[src/hw/rtl/csrsr_pkg.sv]
`timescale 1ns / 1ps
`default_nettype none

package csrsr_pkg;

  // Item kinds, also used as back-end command codes
  localparam logic [1:0] OP_LOAD_X   = 2'd0;
  localparam logic [1:0] OP_LOAD_RHS = 2'd1;
  localparam logic [1:0] OP_MATRIX   = 2'd2;
  localparam logic [1:0] OP_END_ROW  = 2'd3;

  // Configuration register indexes
  localparam logic CFG_BLK_EDGE     = 1'b0;
  localparam logic CFG_PRODUCT_ONLY = 1'b1;

  // Scalar position: block index times block size plus sub index, up to 4095*3+2
  localparam int POS_W = 14;
  // Widest store address and widest depth compare
  localparam int ADDR_MAX_W = 16;
  localparam int CMP_W      = 17;

  // Command queue depth
  localparam int Q_DEPTH = 2;

  typedef struct packed {
    logic [1:0]       op;
    logic [POS_W-1:0] pos;
    logic             oob;
    logic [31:0]      value;
    logic [1:0]       sub_row;
  } cmd_t;

  typedef struct packed {
    logic [1:0] blk_edge;
    logic       product_only;
  } cfg_t;

endpackage

`default_nettype wire

[src/hw/rtl/csrsr_front.sv]
`timescale 1ns / 1ps
`default_nettype none

module csrsr_front import csrsr_pkg::*; #(
  parameter int VECTOR_DEPTH = 4096
) (
  input  wire logic        rst_n,
  input  wire logic        in_valid,
  output logic             in_ready,
  input  wire logic [1:0]  in_kind,
  input  wire logic [11:0] in_index,
  input  wire logic [31:0] in_value,
  input  wire logic [1:0]  in_sub_row,
  input  wire logic [1:0]  in_sub_col,
  input  wire cfg_t        cfg,
  input  wire logic        q_full,
  output logic             q_push,
  output cmd_t             q_cmd
);

  localparam logic [CMP_W-1:0] DEPTH_C = CMP_W'(VECTOR_DEPTH);

  logic [POS_W-1:0] base;
  logic [POS_W-1:0] xpos;
  logic             load_oob;
  logic             elem_off;
  logic             keep;

  // Block index times block size
  assign base = POS_W'({2'b00, in_index}) * POS_W'({12'b0, cfg.blk_edge});
  assign xpos = base + POS_W'(in_sub_col);

  assign load_oob = {5'b0, in_index} >= DEPTH_C;
  assign elem_off = (in_sub_row >= cfg.blk_edge) || (in_sub_col >= cfg.blk_edge);

  // Classify the transaction and build its command
  always_comb begin
    q_cmd.op      = in_kind;
    q_cmd.value   = in_value;
    q_cmd.sub_row = in_sub_row;
    q_cmd.pos     = base;
    q_cmd.oob     = 1'b0;
    keep          = 1'b1;
    unique case (in_kind)
      OP_LOAD_X, OP_LOAD_RHS: begin
        q_cmd.pos = POS_W'(in_index);
        keep      = !load_oob;
      end
      OP_MATRIX: begin
        q_cmd.pos = xpos;
        q_cmd.oob = {3'b0, xpos} >= DEPTH_C;
        keep      = !elem_off;
      end
      default: begin
        q_cmd.pos = base;
      end
    endcase
  end

  // Drop transactions that have no effect
  assign in_ready = rst_n && !q_full;
  assign q_push   = in_valid && in_ready && keep;

endmodule

`default_nettype wire

[config.mk]
export PLATFORM = sky130hd
export DESIGN_NAME = csrsr_front
export DESIGN_NICKNAME = d
export VERILOG_FILES = /design/src/hw/rtl/csrsr_pkg.sv /design/src/hw/rtl/csrsr_front.sv
export SDC_FILE = /design/constraint.sdc
export NUM_CORES = 1
export LEC_CHECK = 0
export BUFFER_PORTS_ARGS = -buffer_cell sky130_fd_sc_hd__clkbuf_2
export CORE_MARGIN = 2
export CORE_UTILIZATION = 41
export DETAILED_ROUTE_END_ITERATION = 16
export PLACE_DENSITY = 0.9
export SETUP_SLACK_MARGIN = 0.1
export SLEW_MARGIN = 10
export SYNTH_ARGS = -nofsm -noshare
export SYNTH_HDL_FRONTEND = slang
export SYNTH_SLANG_ARGS = --single-unit
[constraint.sdc]
create_clock -name vclk -period 4.71
set_clock_uncertainty 0.05 [all_clocks]
set_input_delay 1.1775 -clock vclk [all_inputs]
set_output_delay 1.1775 -clock vclk [all_outputs]
set_load 0.02 [all_outputs]
== After elaboration in Yosys (flattened, before gate mapping) ==
Index checks and enable logic that the tools add are counted.

* Memories kept: 0
* Logic and storage cells: 18
* Input port bits: 56
* Latch bits: 0
* Output and inout port bits: 53
* Bits in read-only memories: 0
* Register bits: 0
* Bits in writable memories: 0

* Shift-type cells: 0
* Div/mod/pow operators: 0
* $add $sub $neg: 1
* Muxes and demuxes: 3
* $mul: 1
* Magnitude comparators: 3
* Bitwise operators: 0
* Eq/ne operators: 2
* Reduce and logical (&&, ||, !) cells: 8

{| class="wikitable"
|+ Operator list
! operator !! number
|-
| one-hot mux 14 bit (2 select lines) || 1
|-
| adder 14 x 2 -> 14 bit || 1
|-
| >= comparator 14 x 13 -> 1 bit, second input constant || 1
|-
| multiplier 12 x 2 -> 14 bit || 1
|-
| >= comparator 2 bit || 2
|-
| logical AND 1 bit || 3
|-
| equality test 2 x 1 -> 1 bit, second input constant || 1
|-
| equality test 2 bit, second input constant || 1
|-
| zero test 1 bit || 2
|-
| zero test 2 bit || 1
|-
| two-way mux 1 bit || 2
|-
| OR reduction 2 bit || 1
|-
| logical OR 1 bit || 1
|}

== Longest topological paths before layout ==
* Depth in word-level cells: 5
* Depth in mapped cells: 11
* Depth with buffers taken out: 10

== Least setup slack after synthesis ==
No wires, ideal clock.

* Path kind: in2out
* Start point: input cfg[2] (netlist bit)
* End point: output q_cmd[34] (netlist bit)
* Setup slack: -0.352 ns
* Stages on the path: 11
* Path buffers: 1
* Required time: 3.483 ns
* Arrival time: 3.835 ns
* Cells stage by stage: clkbuf_1 and2_1 ha_1 fa_1 a21o_2 a221oi_4 xnor2_1 o21ai_2 nor3_2 a311oi_1 a211oi_1

{| class="wikitable"
|+ RTL lines
! element !! line !! RTL
|-
| from (decl) || csrsr_front.sv:15 || <nowiki>input wire cfg_t cfg,</nowiki>
|-
| to (decl) || csrsr_front.sv:18 || <nowiki>output cmd_t q_cmd</nowiki>
|}

==> reports/metrics.yaml <==
nClkBuffers: 0
seq_cell_count: 0
critPathMaxStageDelay_ns: 0.37
area_delta_synth_final_pct: 39.0
first_pass_iters: 4
die_w_um: 67.9
via_count: 1784
end_kind: "output pin"
multi_input_area_um2: 1550
hold_class: "in -> out"
hpwl_um: 3570
regArea_um2: 0
fp-row-count: 23
cap_violations: 0
diodes: 0
worst_slack_ns: -0.234
nets: 354
postRouteWirelength_um: 4900
post-route-period-util: 1.05
synth_top_area_frac: 0.162
drc: 0
place_congestion: 0.851
period_minus_slack_ns: 4.94
p_per_area_nw_per_um2: 127
outcome: "finished with violations"
crit_chain: "clkbuf_16 -> and2_4 -> ha_4 -> fa_2 -> a21o_4 -> a221oi_4 -> xnor2_2 -> o21ai_4 -> buf_6 -> buf_6 -> nor2_4 -> xor2_2 -> a21oi_2 -> clkbuf_8"
die_h_um: 67.9
arrival_ns: 3.72
coreArea_um2: 3970
hold_depth: 0
yosysSeqAreaShare: 0
critPathKind: "in -> out"
power_uw: 294
yosys.area.top_type: "buf_4"
synthesis.nets: 308
antenna_found_initial: 0
fmax_ghz: 0.202
cpMaxStageDelayCell: "fa_2"
fp.dieArea_um2: 4600
dr.first_iter.drc_count: 88
syn-cell-area_um2: 1670
cp.required_ns: 3.48
startpoint_type: "input pin"
port_buffers: 44
fin_util: 0.585
rsz0062_at_grt: "yes"
initial_core_util: 0.421
grt_start_max_net_pins: 25
p_leak_nw: 1.12
setup_tns_ns: -1.41
setup_viol: 8
fill_cells: 313
final_common_cell: "buf_4"
synth_warnings: 0
synthTopCellsByArea: "buf_4 16%, ha_1 13%, and2_1 8.2%"
grt_overflow: 0
syn_avg_cell_area_um2: 7.17
io_pins: 109
finalMaxSlewViolations: 0
final_cell_mix: "41 x buf_4, 32 x clkbuf_2, 20 x and2_1, 15 x ha_1"
wl_per_cell_um: 15.0
slew-limit-headroom: 0.633
worst_slew_pin_slew_ns: 0.550
ir_worst_vdd_mv: 0.0444
syn_inst: 233
post_route_cells_drive_above_1_share: 0.502
hold_buffers: 0
critPathMaxFanout: 5
grt_pass1_vias: 1763
track_usage: 0.204
ant_nets: 0
cp_common_cell: "buf_6"
violations: "negative setup slack"
vias_per_cell: 5.46
grt_pass1_wl_um: 7460
ys_types: 49
hold_viol: 0
[metrics by stage]
step,hold slack (ns),area (um^2),instances,worst slack [ns]
CTS,2.31,2190,325,-0.160
floorplan,2.39,1750,233,-0.0655
global route,2.31,2320,327,-0.294
finish,2.31,2320,327,-0.234
global placement,2.31,1970,317,-0.177
detailed placement,2.31,1970,317,-0.292
[area by class of cell]
type / count / share of cell area
tap: 50 / 0.0269
multi-input combinational: 177 / 0.667
timing repair buffer: 87 / 0.285
inverter: 13 / 0.0210
[synth_stat cells, types with 2 or more instances]
| cell | number |
|---|---|
| buf_4 | 36 |
| and2_1 | 22 |
| a21oi_1 | 21 |
| ha_1 | 17 |
| nor2_1 | 17 |
| nand2_1 | 15 |
| inv_1 | 13 |
| xnor2_1 | 10 |
| xor2_1 | 7 |
| o21ai_0 | 6 |
| clkbuf_1 | 5 |
| nand3_1 | 5 |
| nand4_1 | 3 |
| nor3_1 | 3 |
| a211o_1 | 2 |
| a211oi_1 | 2 |
| a21o_1 | 2 |
| a21o_2 | 2 |
| a21oi_4 | 2 |
| and3_1 | 2 |
| and3_2 | 2 |
| fa_1 | 2 |
| mux2_2 | 2 |
| nand2b_1 | 2 |
| nor2b_1 | 2 |
| nor3b_1 | 2 |
| o211a_1 | 2 |
| o21a_1 | 2 |
| o21ai_2 | 2 |
| o221ai_1 | 2 |
| or2_1 | 2 |
| xnor2_2 | 2 |
[critical path, delay by kind of cell]
| kind | cells | cell delay [ns] |
|---|---|---|
| AOI/OAI and AO/OA | 4 | 0.80 |
| buffers and inverters | 4 | 0.55 |
| adders and majority gates | 2 | 0.53 |
| xor gates and xnor gates | 2 | 0.43 |
| and+or+nand+nor | 2 | 0.23 |
[routing by layer]
layer  global-route usage  vias up  routed length, um
met5                    0        -                  0
met4               0.0725        0                 70
met3               0.0214       10                258
met2                0.411       66               2640
met1                0.216      844               1930
li1                     -      864                  -
[kinds of logic after synthesis]
family | synth area share
xor+xnor | 0.109
simple gates | 0.278
compound gates | 0.231
mux | 0.0195
fa+ha+maj | 0.151
buf+inv | 0.212
[worst paths after layout]
path | startpoint | end | slack (ns)
setup / recovery | cfg[2] | q_cmd[44] | -0.23
hold / removal | in_value[8] | q_cmd[10] | 2.31
[where the power goes]
group          switching [mW]  internal, mW  leakage (nW)
clock                       0             0             0
sequential                  0             0             0
combinational           0.152         0.143          1.12
total                   0.152         0.143          1.12
[repair_timing]
item | 4_1_cts | 5_1_grt
setup endpoints to repair | 10 | 11
pin swaps | 23 | 25
setup buffers | 8 | 4
gates resized for setup | 33 | 31
No activity file was read; power rests on OpenSTA's default activity.
