<file path="src/hw/rtl/csrsr_pkg.sv">
`timescale 1ns / 1ps
`default_nettype none

package csrsr_pkg;

  // Item kinds, also used as back-end command codes
  localparam logic [1:0] OP_LOAD_X   = 2'd0;
  localparam logic [1:0] OP_LOAD_RHS = 2'd1;
  localparam logic [1:0] OP_MATRIX   = 2'd2;
  localparam logic [1:0] OP_END_ROW  = 2'd3;

  // Configuration register indexes
  localparam logic CFG_BLK_EDGE     = 1'b0;
  localparam logic CFG_PRODUCT_ONLY = 1'b1;

  // Scalar position: block index times block size plus sub index, up to 4095*3+2
  localparam int POS_W = 14;
  // Widest store address and widest depth compare
  localparam int ADDR_MAX_W = 16;
  localparam int CMP_W      = 17;

  // Command queue depth
  localparam int Q_DEPTH = 2;

  typedef struct packed {
    logic [1:0]       op;
    logic [POS_W-1:0] pos;
    logic             oob;
    logic [31:0]      value;
    logic [1:0]       sub_row;
  } cmd_t;

  typedef struct packed {
    logic [1:0] blk_edge;
    logic       product_only;
  } cfg_t;

endpackage

`default_nettype wire

</file>
<file path="src/hw/rtl/csrsr_cmd_fifo.sv">
`timescale 1ns / 1ps
`default_nettype none

module csrsr_cmd_fifo import csrsr_pkg::*; (
  input  wire logic clk,
  input  wire logic rst_n,
  input  wire logic push,
  input  wire cmd_t push_cmd,
  output logic      full,
  output logic      pop_valid,
  input  wire logic pop,
  output cmd_t      pop_cmd
);

  localparam int PW = $clog2(Q_DEPTH);

  cmd_t            slot_r [Q_DEPTH];
  logic [PW-1:0]   wr_ptr_r;
  logic [PW-1:0]   rd_ptr_r;
  logic [PW:0]     count_r;
  logic            do_push;
  logic            do_pop;

  assign full      = count_r == (PW+1)'(Q_DEPTH);
  assign pop_valid = count_r != '0;
  assign pop_cmd   = slot_r[rd_ptr_r];
  assign do_push   = push && !full;
  assign do_pop    = pop && pop_valid;

  // Store entries
  always_ff @(posedge clk) begin
    if (do_push) begin
      slot_r[wr_ptr_r] <= push_cmd;
    end
  end

  // Advance pointers and occupancy
  always_ff @(posedge clk) begin
    if (!rst_n) begin
      wr_ptr_r <= '0;
      rd_ptr_r <= '0;
      count_r  <= '0;
    end else begin
      if (do_push) wr_ptr_r <= wr_ptr_r + 1'b1;
      if (do_pop)  rd_ptr_r <= rd_ptr_r + 1'b1;
      if (do_push && !do_pop) begin
        count_r <= count_r + 1'b1;
      end else if (do_pop && !do_push) begin
        count_r <= count_r - 1'b1;
      end
    end
  end

endmodule

`default_nettype wire

</file>
<file path="config.mk">
export PLATFORM = sky130hd
export DESIGN_NAME = csrsr_cmd_fifo
export DESIGN_NICKNAME = d
export VERILOG_FILES = /design/src/hw/rtl/csrsr_pkg.sv /design/src/hw/rtl/csrsr_cmd_fifo.sv
export SDC_FILE = /design/constraint.sdc
export NUM_CORES = 1
export LEC_CHECK = 0
export CAP_MARGIN = 20
export CELL_PAD_IN_SITES_DETAIL_PLACEMENT = 0
export CELL_PAD_IN_SITES_GLOBAL_PLACEMENT = 1
export CORE_MARGIN = 3
export CORE_UTILIZATION = 45
export DETAILED_ROUTE_END_ITERATION = 7
export DONT_BUFFER_PORTS = 1
export PLACE_DENSITY_LB_ADDON = 0.05
export SKIP_LAST_GASP = 1
export SYNTH_ARGS = -nofsm -noshare
export SYNTH_HDL_FRONTEND = slang
export SYNTH_SLANG_ARGS = --single-unit
</file>
<file path="constraint.sdc">
create_clock -name clk -period 5.15 [get_ports clk]
set_clock_uncertainty 0.05 [all_clocks]
set_input_delay 0.2575 -clock clk [delete_from_list [all_inputs] [get_ports clk]]
set_output_delay 0.2575 -clock clk [all_outputs]
set_load 0.01 [all_outputs]
</file>
; ---- Yosys cells after proc, flatten, opt, wreduce, memory -nomap -nowiden
; Memory sizes are Yosys's and may differ from the RTL's. A register that Yosys moved wholly into a read port is not among the register bits.
; Index checks and enable logic that the tools add are counted.
[op_classes]
add_sub_neg = 4
eq_ne = 1
mux = 6
reduce_logical = 9
[op_table]
columns = operator, n
row1 = logical AND 1 bit, 4
row2 = two-way mux 1 bit, 4
row3 = two-way mux 2 bit, 2
row4 = nonzero test 2 bit, 2
row5 = zero test 1 bit, 3
row6 = adder 1 bit (second input constant), 2
row7 = adder 2 x 1 -> 2 bit (second input constant), 1
row8 = equality test 2 bit (second input constant), 1
row9 = subtractor 2 x 1 -> 2 bit (second input constant), 1
[word_totals]
regBits = 4
ram_bits = 102
inputBits = 55
out_inout_bits = 53
wordCells = 24
n_memories = 1
[mem_list]
columns = memory, words, word_bits, rd, rd_clocked_by_memory_dff, wr, line_no
row1 = slot_r, 2, 51, 1, 1, 1, csrsr_cmd_fifo.sv:17  ; cmd_t slot_r [Q_DEPTH];

; ---- Longest topological paths before layout
[logic_depth]
word_depth = 7
depth_mapped = 7

; ---- Least setup slack after synthesis
; Ideal clock, no wire load.
[synth_timing]
path_kind = register to register
startpoint = reg count_r[0]
endpoint = mem slot_r[0][0] in the netlist's numbering (enable)
setup_ns = 0.452
arrival_ns = 2.598
required_ns = 4.648
slack_ns = 2.050
path_stages_with_launch = 4
n_path_buf = 0
synth_period_minus_slack_ns = 3.100
path_cell_list = dfxtp_1 > nand2b_1 > inv_2 > nor3_2
[synth_between]
elab_chain_len = 5
[synth_rtl]
columns = item, line_no
row1 = "start, declared", csrsr_cmd_fifo.sv:20  ; logic [PW:0] count_r;
row2 = "start signal, assigned", csrsr_cmd_fifo.sv:47  ; count_r <= count_r + 1'b1;
row3 = "start signal, assigned", csrsr_cmd_fifo.sv:49  ; count_r <= count_r - 1'b1;
row4 = equality test 2 bit, csrsr_cmd_fifo.sv:24  ; assign full = count_r == (PW+1)'(Q_DEPTH);
row5 = net full, csrsr_cmd_fifo.sv:9  ; output logic full,
row6 = zero test 1 bit, csrsr_cmd_fifo.sv:27  ; assign do_push = push && !full;
row7 = logical AND 1 bit, csrsr_cmd_fifo.sv:27
row8 = two-way mux 1 bit, csrsr_cmd_fifo.sv:32  ; if (do_push) begin
row9 = two-way mux 1 bit (implied by the code), csrsr_cmd_fifo.sv:33  ; slot_r[wr_ptr_r] <= push_cmd;
row10 = "end, declared", csrsr_cmd_fifo.sv:17
; The timed path passes the listed nets, and every way through them passes these cells.

; ---- Worst setup path in the final report
[layout_timing]
startpoint = reg count_r[0]
endpoint = mem slot_r[0][36] in the netlist's numbering (enable)
; The elaborated chain is that of the path after synthesis.

==> metrics.csv <==
metric,value,unit
outcome,"complete, no violations",
count of endpoints failing hold in the final timing report,0,
root cell of the clock tree,clkbuf_8,
Switch Pwr,0.5679,mW
maximum level of the CTS H-tree,3,
global-route congestion overflow total,0,
count of antenna-violating nets left after detailed routing,0,
WL per Instance,17.79,µm
die area,9829,µm²
1st-pass router iterations,4,
Post-Route WL,6298,µm
Final Setup Violations,0,
number of cells traversed by the worst register-to-register path,4,
total negative slack for setup checks,0,ps
area fraction of the dominant cell type after synthesis,78.46,%
pin count of the biggest net entering global routing,52,
cts bufs inserted,9,
reg2reg start,count_r[0]$_SDFFE_PN0P_,
"Data arrival, critical path",2200,ps
Total GRT Usage,13.41,%
Starting DRT DRC Count,55,
required time of the critical path,5090,ps
"Period Utilization, post-route",43.78,%
layout cell share with drive strength beyond 1,29.32,%
Worst Max-Slew Pin Slew,712.8,ps
antenna fix cells,0,
number of sinks driven by the clock tree,107,
post-synth cell types,21,
Port Buffers,0,
die height,99.14,µm
clock latency reported for the late side of the worst-skew pair,350,ps
Die W,99.14,µm
number of nets in the synthesized netlist,240,
Int Power,1.599,mW
static power due to leakage,1.587,nW
fin area,4802,µm²
net total in the final layout,300,
worst hold path type,input pin to flip-flop,
clock edge transition at the registers on the reported setup and hold paths,90,ps
wire length of the first global-routing pass,9742,µm
DR DRC count,0,
I/O Pins,108,
area growth from synthesis to layout,23.01,%
startpoint of the most critical setup path,count_r[0]$_SDFFE_PN0P_,
standard-cell rows,33,
initial standard-cell utilization of the core,46.80,%
via density per instance,5.028,
number of standard cells after synthesis,184,
setup repair after global routing missed its margin,false,
hold depth,2,
type of destination of the critical path,flip-flop,
power per standard cell area,451.1,nW/µm²
number of antenna violations at the first check in global routing,0,
max_cap viols,0,
main area contributors after synthesis,"edfxtp_1 (78%), mux2_2 (15%), dfxtp_1 (2.6%)",
Final Max Tran Viols,0,
flip-flop and latch count after synthesis,107,
buffer count from post-CTS setup fixing,0,
critical path class,flip-flop to flip-flop,
power consumption,2.166,mW
number of inserted filler cells in the final layout,641,
Vias,1780,
synthesized cell area,3904,µm²
biggest fanout along the worst timing path,38,
switching share of power,26.21,%
min Tclk post-route,2254,ps
clock tree from TritonCTS,built,
largest buffer count on any clock path,2,
cell type with the largest total area after synthesis,edfxtp_1,
placed insts,284,
highest clock frequency the design can meet,443.6,MHz
core region area,8341,µm²
source of the worst hold timing path,push,
most used cells in the layout excluding fill and tap cells,"edfxtp_1 (102), dlygate4sd3_1 (52), mux2_2 (51)",
startpoint types,flip-flop,
number of warnings printed during yosys synthesis,0,
Max-slew headroom,52.33,%
power share of the combinational group,22.8,%
sequential share of power,52.5,%
Final GP Congestion,0.7079,
number of cells in the finished layout apart from fillers,354,
number of global-route vias before repair,1909,
proportion of synthesized chip area in sequential cells,81.03,%
maximum vdd drop,322.4,µV
most frequent standard cell in the layout excluding fill and tap cells,edfxtp_1,
portion of total power attributed to the clock network,24.7,%
post-detailed-placement half-perimeter wirelength,3961,µm
post-detailed-placement cell area,4021,µm²
Post-Syn Area per Cell,21.22,µm²
-- flip-flops by register name (all words and copies together), names as in the netlist, named ones only --
signal    count
slot_r      102
count_r       2
rd_ptr_r      1
wr_ptr_r      1
-- cells in the mapped netlist --
cell type  number
dfxtp_1         5
and3_1          1
inv_1           1
nand2b_1        1
o21a_1          1
ha_1            1
mux2_2         51
o21ai_1         1
xor2_1          1
nor2_1          1
edfxtp_1      102
a21boi_0        1
buf_2           6
or2_2           1
xnor2_1         2
nor3_2          1
o21ai_0         1
inv_2           1
a21boi_1        1
and2_1          3
or3_1           1
-- power groups by stage --
stage | combinational (mW) | sequential (mW) | clock [mW]
final | 0.493 | 1.14 | 0.535
after global routing | 0.536 | 1.15 | 0.594
after CTS | 0.449 | 1.18 | 0.551
after detailed placement | 0.408 | 1.20 | 0
after global placement | 0.400 | 1.19 | 0
after floorplan | 0.389 | 1.14 | 0
-- worst paths after layout --
kind	end	slack [ps]
hold / removal	wr_ptr_r$_SDFFE_PN0N_	100
hold reg to reg	count_r[1]$_SDFFE_PN0P_	520
setup reg to reg	slot_r[0][36]$_DFFE_PP_	2900
setup / recovery	slot_r[0][36]$_DFFE_PP_	2900
-- final cells by class --
cell class | count | area, µm² | share of cell area, %
sequential | 107 | 3164 | 65.89
inverter | 2 | 7.507 | 0.1563
multi-input combinational | 69 | 710.7 | 14.80
clock inverter | 4 | 75.07 | 1.563
timing repair buffer | 55 | 568.0 | 11.83
tap | 105 | 131.4 | 2.736
clock buffer | 12 | 145.1 | 3.022
-- layer usage --
layer / global-route usage (%) / share of wire (%) / vias to the layer above
met5: 0 / 0 / -
met4: 7.248 / 2.5 / 0
met3: 5.189 / 7.9 / 13
met2: 22.99 / 54 / 66
met1: 14.22 / 36 / 864
li1: - / - / 837
-- critical path: stages, from the launching register on --
cell and delay, ps:
dfxtp_1 420, nand2b_1 190, inv_2 90, nor3_4 560, buf_4 560
-- through the flow --
stage	setup WS [ps]	utilization [%]	hold WS (ps)
after floorplan	2050	-	306.4
after global placement	3013	48.21	306.5
after detailed placement	2865	48.21	306.5
after CTS	2793	57.10	89.86
after global routing	2712	57.58	88.59
final	2896	57.58	101.9
-- repair_timing --
item | CTS | global route
hold buffers | 52 | 0
setup endpoints to repair | 0 | 0
hold endpoints to repair | 107 | 0
resized for setup | 0 | 0
-- kinds of logic (layout without fill, tap and decap cells) --
family                   count (synthesis)  after routing  synth area share [%]
AO/OA/AOI/OAI                            5              5                0.8333
multiplexers                            51             51                 14.71
XOR/XNOR                                 3              3                0.6732
adder cells (fa/ha/maj)                  1              1                0.3205
AND/OR/NAND/NOR                          9              9                 1.475
flip-flops                             107            107                 81.03
buffers and inverters                    8             73                0.9614
Power figures use the tool's default switching activity.
